**config.mk**
```make
export PLATFORM = sky130hd
export DESIGN_NAME = agc_controller
export DESIGN_NICKNAME = d
export VERILOG_FILES = /design/src/sv/agc_pkg.sv /design/src/sv/agc_controller.sv
export SDC_FILE = /design/constraint.sdc
export NUM_CORES = 1
export LEC_CHECK = 0
export ABC_CLOCK_PERIOD_IN_PS = 1800
export BUFFER_PORTS_ARGS = -buffer_cell sky130_fd_sc_hd__buf_2
export CAP_MARGIN = 10
export CORE_AREA = 3 3 40 42
export DETAILED_ROUTE_END_ITERATION = 10
export DIE_AREA = 0 0 43 45
export GPL_TIMING_DRIVEN = 0
export PLACE_DENSITY_LB_ADDON = 0.3
export SLEW_MARGIN = 0
export SYNTH_ARGS = -nofsm -noshare
export SYNTH_HDL_FRONTEND = slang
export SYNTH_SLANG_ARGS = --single-unit
```
**constraint.sdc**
```tcl
create_clock -name clock -period 1.8 [get_ports clock]
set_input_delay 0.27 -clock clock [delete_from_list [all_inputs] [get_ports clock]]
set_output_delay 0.27 -clock clock [all_outputs]
set_load 0.03 [all_outputs]
```
**src/sv/agc_pkg.sv**
```systemverilog
// Package for the anagram group classifier: sizes, beat structs and
// controller/datapath command and status types. No dependencies.
`timescale 1ns / 1ps
`default_nettype none
package agc_pkg;
   localparam int MaxGroups    = 1024;
   localparam int AlphabetSize = 26;
   localparam int CountWidth   = 7;
   localparam int SigWidth     = AlphabetSize * CountWidth;
   localparam int GroupIdxW    = $clog2(MaxGroups);
   localparam int UsedW        = $clog2(MaxGroups + 1);
   localparam int SizeWidth    = 16;
   localparam int LetterWidth  = 5;
   localparam int OutIdxW      = 10;

   typedef struct packed {
      logic [LetterWidth-1:0] letter;
      logic                   letter_valid;
      logic                   word_end;
   } req_type;

   typedef struct packed {
      logic [OutIdxW-1:0]   group_index;
      logic                 is_new_group;
      logic [SizeWidth-1:0] group_size;
      logic                 table_full;
   } rsp_type;

   typedef struct packed {
      logic count;       // count letter of req beat
      logic clear;       // clear letter counters
      logic start_read;  // issue read of entry at scan pointer
      logic advance;     // advance scan pointer
      logic scan_reset;  // scan pointer to zero
      logic hit_update;  // write incremented size to matched entry
      logic store_new;   // store signature at groups_used
      logic load_rsp;    // capture response
   } cmd_type;

   typedef struct packed {
      logic scan_done;   // pointer reached groups_used
      logic match;       // registered read data equals counters
      logic full;        // groups_used at capacity
   } status_type;
endpackage
`default_nettype wire

```
**src/sv/agc_controller.sv**
```systemverilog
// Controller: sequences letter counting, table scan, store and response.
// Uses agc_pkg.
`timescale 1ns / 1ps
`default_nettype none
module agc_controller (
   input  wire                   clock,
   input  wire                   reset,
   input  wire                   req_valid,
   output logic                  req_ready,
   input  agc_pkg::req_type      req_data,
   output logic                  rsp_valid,
   input  wire                   rsp_ready,
   input  agc_pkg::status_type   status,
   output agc_pkg::cmd_type      cmd
);
   import agc_pkg::*;

   typedef enum logic [4:0] {
      S_IDLE = 5'b00001,
      S_ISSUE = 5'b00010,
      S_CHECK = 5'b00100,
      S_RESP = 5'b01000,
      S_HOLD = 5'b10000
   } state_type;

   state_type state_ff, state_in;
   logic      rsp_valid_ff, rsp_valid_in;
   logic      acc;
   logic      slot_free;

   assign req_ready = (state_ff == S_IDLE);
   assign acc       = req_valid && req_ready;
   assign slot_free = !rsp_valid_ff || rsp_ready;

   always_comb begin
      state_in     = state_ff;
      rsp_valid_in = rsp_valid_ff && !rsp_ready;
      cmd          = '0;
      unique case (state_ff)
         S_IDLE: begin
            cmd.scan_reset = 1'b1;
            if (acc) begin
               cmd.count = 1'b1;
               if (req_data.word_end) state_in = S_ISSUE;
            end
         end
         S_ISSUE: begin
            if (status.scan_done) begin
               state_in = S_RESP;
            end else begin
               cmd.start_read = 1'b1;
               cmd.advance    = 1'b1;
               state_in       = S_CHECK;
            end
         end
         S_CHECK: begin
            if (status.match) begin
               if (slot_free) begin
                  cmd.hit_update = 1'b1;
                  cmd.load_rsp   = 1'b1;
                  state_in       = S_HOLD;
               end
            end else begin
               state_in = S_ISSUE;
            end
         end
         S_RESP: begin
            if (slot_free) begin
               cmd.load_rsp  = 1'b1;
               cmd.store_new = !status.full;
               state_in      = S_HOLD;
            end
         end
         S_HOLD: begin
            if (!rsp_valid_ff) begin
               cmd.clear    = 1'b1;
               rsp_valid_in = 1'b1;
               state_in     = S_IDLE;
            end
         end
         default: state_in = S_IDLE;
      endcase
   end

   always_ff @(posedge clock) begin
      if (reset) begin
         state_ff     <= S_IDLE;
         rsp_valid_ff <= 1'b0;
      end else begin
         state_ff     <= state_in;
         rsp_valid_ff <= rsp_valid_in;
      end
   end

   assign rsp_valid = rsp_valid_ff;
endmodule
`default_nettype wire

```
==> qor.txt, run 1 <==
area delta synth->final: 57.6%
Synth area leaders: dfxtp_1, or3_1, o21ba_2, nand2b_1, xor2_1
Power Density: 489 nW/µm²
gr ovfl total: 0
status: finished with violations
CTS root buf: clkbuf_4
worst slew pin tran: 0.534 ns
RSZ-0062 raised after global routing: yes
detailed-route via count: 546
Die Height: 45 µm
Initial Util: 37.9%
CTS tree: built
WL per Instance: 13.6 µm
Max VDD drop: 0.367 mV
most used cell, CP: or3_4
Min Clock Period, post-route: 1.89 ns
Yosys warnings: 0
Final Wtd Congestion: 0.747
R2R setup slack: 0.18 ns
Final ANT Viol Nets: 0
Die Wd: 43 µm
Top FF cell, synth: dfxtp_1
vias per std cell: 5.57
library cells used by synthesis: 34
EDFF count, synth: 0
# IOs: 24
antenna violations before repair: 0
Std-Cell Rows: 13
crit path cell chain: or3_4 -> or3_4 -> nor3_4 -> buf_6
fillcell total: 108
asr flop ratio synth: 0%
period utilization: 105%
cell accounting for the most synthesized area: dfxtp_1
Synth Instances: 60
Final Max Slew Viols: 0
CTS max path bufs: 2
Clock Skew: 0.000963 ns
fmax: 0.529 GHz
Yosys reg bits: 6
htree depth: 1
DRC Markers: 0
Total Wirelength: 1.33 mm
final setup TNS: -0.213 ns
ANT cells: 0
max cap viols: 0
clock sinks: 6
Global Route Usage Sum: 15.2%
Buffers on Ports: 17
Arrival @ worst endpoint: 1.62 ns
crit path max-delay cell type: or3_4
first-pass GRT wire length: 2.22 mm
Crit Path Max Fanout: 3
failing checks: setup timing
initial DRC count: 20
post-synth top area share: 24.7%
Synth Cell Area: 487 µm²
Final WS setup: -0.0892 ns
Clock transition at path regs: 0.04 ns
core area: 1280 µm²
worst skew pair latency: 0.24 ns
Leak: 0.309 nW
largest net degree at the start of global routing: 11
layout cell share with drive strength beyond 1: 60.2%
Setup crit start kind: flip-flop
CP Capture Type: primary output
Final Hold Violating Endpoints: 0
Syn Nets: 74
Place WS: -0.0775 ns
Req. time, crit path: 1.53 ns
Max stage delay on crit path: 0.39 ns
Layout Nets: 99
Die ar.: 1940 µm²
cts bufs inserted: 3
vias in the first global route: 503
slew margin rel.: 64.3%
HPWL Detailed: 913 µm
WS Path Type: reg -> out
drt first pass iters: 4
average size of a mapped cell: 8.11 µm²
sequential area share after synthesis: 24.7%
final-report setup violation count: 3
worst hold path type: in -> reg
final timing paths:
path / startpoint / end / cells after the start
min reg2reg: rsp_valid$_SDFF_PP0_ / state_ff[0]$_SDFFE_PP1P_ / 2
max: state_ff[0]$_SDFFE_PP1P_ / cmd[1] / 4
min: reset / state_ff[2]$_SDFFE_PP0P_ / 2
max reg2reg: state_ff[4]$_SDFFE_PP0P_ / state_ff[1]$_SDFFE_PP0P_ / 5
cell type report:
type | count | area (µm²) | area share, %
repair buffers | 22 | 145 | 18.9
clock buffers | 3 | 22.5 | 2.94
inverters | 2 | 7.51 | 0.979
well taps | 15 | 18.8 | 2.45
multi-input cells | 45 | 409 | 53.3
plain buffers | 5 | 36.3 | 4.73
flip-flops and latches | 6 | 128 | 16.6
report_power, final:
| group | leakage, nW | total (W) | internal, W | switching, W |
|---|---|---|---|---|
| Clock | 0.0138 | 0.000123 | 0.0000754 | 0.0000476 |
| Sequential | 0.0495 | 0.000138 | 0.000135 | 0.00000321 |
| Combinational | 0.246 | 0.000114 | 0.0000543 | 0.0000599 |
cells in the mapped netlist, types with 2 or more instances:
master and instances:
a31oi_1 2, buf_2 3, buf_4 2, clkbuf_1 2, dfxtp_1 6, inv_1 2
nand2_1 2, nand2b_1 3, nor2_1 4, nor2b_1 2, nor3_1 3, o21ba_2 2
or2_2 2, or3_1 4, xor2_1 2
cells in the final DEF, fill, tap and decap left out, types with 3 or more instances in the layout:
cell / Yosys / final
buf_2: 3 / 13
clkbuf_4: 0 / 3
dfxtp_1: 6 / 4
buf_6: 0 / 3
buf_4: 2 / 11
nor2_1: 4 / 3
or3_4: 1 / 4
routing by layer:
layer / wire length [µm] / share of wire (%) / up-vias / track usage, %
li1: - / - / 271 / -
met1: 533 / 40 / 262 / 18.4
met2: 728 / 55 / 13 / 26.3
met5: 0 / 0 / - / 0
met4: 0 / 0 / 0 / 0
met3: 67 / 5.0 / 0 / 7.17
flip-flops by register name (all words and copies together) (netlist names):
name and cells:
state_ff 5, rsp_valid 1
critical path, delay by kind of cell, from the launching register on:
kind	cells	cell delay, ns
AND/OR/NAND/NOR	3	0.89
flip-flops	1	0.33
buffers and inverters	1	0.15
per-stage QoR:
stage / std cells / cell area, µm² / hold WS (ns) / total power [W] / utilization (%)
after detailed placement: 92 / 627 / 0.544 / 0.000234 / 48.8
after global placement: 92 / 627 / 0.543 / 0.000233 / 48.8
after CTS: 98 / 733 / 0.286 / 0.000374 / 57.1
after global routing: 98 / 767 / 0.297 / 0.000400 / 59.7
final: 98 / 767 / 0.291 / 0.000375 / 59.7
after floorplan: 60 / 523 / 0.339 / 0.000207 / -
cell families after synthesis:
| group | synth area share, % |
|---|---|
| compound gates | 23.6 |
| simple gates | 38.8 |
| flops | 24.7 |
| xor+xnor | 3.60 |
| buf+inv | 9.25 |
timing repair:
action                                  CTS  global route
cloned                                    0             0
resized for setup                        19             9
buffers inserted                          5             0
hold buffers                              0             0
pin swaps                                 0             2
endpoints found under the setup margin    5             9
Note: power is estimated with default switching activity, not from simulation.
==> run 2: changes to the inputs <==
--- a/config.mk
+++ b/config.mk
@@ -8,9 +8,11 @@
 export ABC_CLOCK_PERIOD_IN_PS = 1800
 export BUFFER_PORTS_ARGS = -buffer_cell sky130_fd_sc_hd__buf_2
 export CAP_MARGIN = 10
-export CORE_AREA = 3 3 40 42
+export CELL_PAD_IN_SITES_DETAIL_PLACEMENT = 1
+export CELL_PAD_IN_SITES_GLOBAL_PLACEMENT = 1
+export CORE_MARGIN = 3
+export CORE_UTILIZATION = 30
 export DETAILED_ROUTE_END_ITERATION = 10
-export DIE_AREA = 0 0 43 45
 export GPL_TIMING_DRIVEN = 0
 export PLACE_DENSITY_LB_ADDON = 0.3
 export SLEW_MARGIN = 0
==> qor.txt, run 2 (same netlist as run 1, synthesis figures left out) <==
Max stage delay on crit path: 0.40 ns
Final WS setup: -0.108 ns
core area: 1420 µm²
largest net degree at the start of global routing: 11
WP buf/inv: 1
Setup crit start kind: flip-flop
CTS root buf: clkbuf_4
detailed-route via count: 567
first-pass GRT wire length: 2.82 mm
drt first pass iters: 4
HPWL Detailed: 1.06 mm
CP top delay family: simple AND/OR/NAND/NOR gates
M1 GR Usage: 23.0%
htree depth: 1
clock sinks: 6
Global Route Usage Sum: 18.7%
area of the multi-input gates: 400 µm²
Die Wd: 46.3 µm
Leak: 0.319 nW
Final Wtd Congestion: 0.722
Top reg by flops: state_ff
Power Total: 0.000384 W
CP Capture Type: primary output
max FFs per register: 5
Std-Cell Rows: 13
DRC Markers: 0
period utilization: 106%
initial DRC count: 16
most used cell, CP: or3_4
failing checks: setup timing
gr ovfl total: 0
worst slew pin tran: 0.372 ns
Min Clock Period, post-route: 1.91 ns
placed cells: 92
ANT cells: 0
Req. time, crit path: 1.53 ns
Die Height: 46.3 µm
fmax: 0.524 GHz
register area: 130 µm²
post-route design area: 782 µm²
Buffers on Ports: 17
final hold slack: 0.290 ns
final core occ: 55.3%
CTS max path bufs: 2
Power Density: 491 nW/µm²
crit path max-delay cell type: or3_4
fillcell total: 172
RSZ-0062 raised after global routing: yes
vias per std cell: 5.67
grt met2 use: 30.8%
Clock transition at path regs: 0.05 ns
layout cell share with drive strength beyond 1: 62.4%
Max VDD drop: 0.234 mV
slew margin rel.: 74.6%
WL per Instance: 16.8 µm
Final ANT Viol Nets: 0
CTS tree: built
Final Max Slew Viols: 0
Die ar.: 2140 µm²
fin cells: 100
WS Path Type: reg -> out
Total Wirelength: 1.68 mm
status: finished with violations
Arrival @ worst endpoint: 1.64 ns
most frequent cells in the layout: buf_2, buf_4, or3_4, clkbuf_4, buf_6
area delta synth->final: 60.7%
Initial Util: 34.4%
Top Usage Layer GRT: met2
cts bufs inserted: 3
Final Hold Violating Endpoints: 0
dpl cell area: 627 µm²
met3 usage in global routing: 6.25%
Layout Nets: 101
worst hold path type: in -> reg
Clock Skew: 0.00157 ns
# IOs: 24
worst skew pair latency: 0.25 ns
final-report setup violation count: 3
vias in the first global route: 582
max cap viols: 0
crit path cell chain: or3_4 -> or3_4 -> nor3_4 -> buf_6
antenna violations before repair: 0
Crit Path Max Fanout: 4
-- run 2: report_power, final --
group	switching, W	internal, W	total [W]
registers	0.00000486	0.000135	0.000140
clock network	0.0000519	0.0000756	0.000128
logic	0.0000631	0.0000535	0.000117
total	0.000120	0.000264	0.000384
-- run 2: per-stage QoR --
stage	TNS (ns)	worst slack [ns]
global placement	-0.164	-0.0810
global route	-0.524	-0.176
finish	-0.221	-0.108
floorplan	0	0.0148
detailed placement	-0.245	-0.106
CTS	-0.220	-0.108
-- run 2: metal layers --
layer,wire length (µm),up-vias
met3,83,4
met4,27,0
met2,891,16
li1,-,270
met1,677,277
met5,0,-
-- run 2: worst paths after layout --
check / startpoint / to / slack (ns) / depth (start not counted)
setup / recovery: state_ff[2]$_SDFFE_PP0P_ / cmd[1] / -0.11 / 4
hold / removal: reset / state_ff[2]$_SDFFE_PP0P_ / 0.29 / 2
setup reg to reg: state_ff[2]$_SDFFE_PP0P_ / state_ff[3]$_SDFFE_PP0P_ / 0.22 / 3
hold reg to reg: rsp_valid$_SDFF_PP0_ / state_ff[0]$_SDFFE_PP1P_ / 0.60 / 2
-- run 2: area by class of cell --
type / instances / share of cell area, %
Multi-Input combinational cell: 45 / 51.2
Timing Repair Buffer: 24 / 21.3
Sequential cell: 6 / 16.6
Buffer: 5 / 4.64
Clock buffer: 3 / 2.88
Tap cell: 15 / 2.40
Inverter: 2 / 0.960
-- run 2: what timing repair did --
action                                  in CTS  in global routing
endpoints found under the setup margin       5                  8
hold buffers                                 0                  0
gates resized for setup                     19                 12
buffers inserted                             5                  2
gates cloned                                 0                  0
pin swaps                                    3                  3
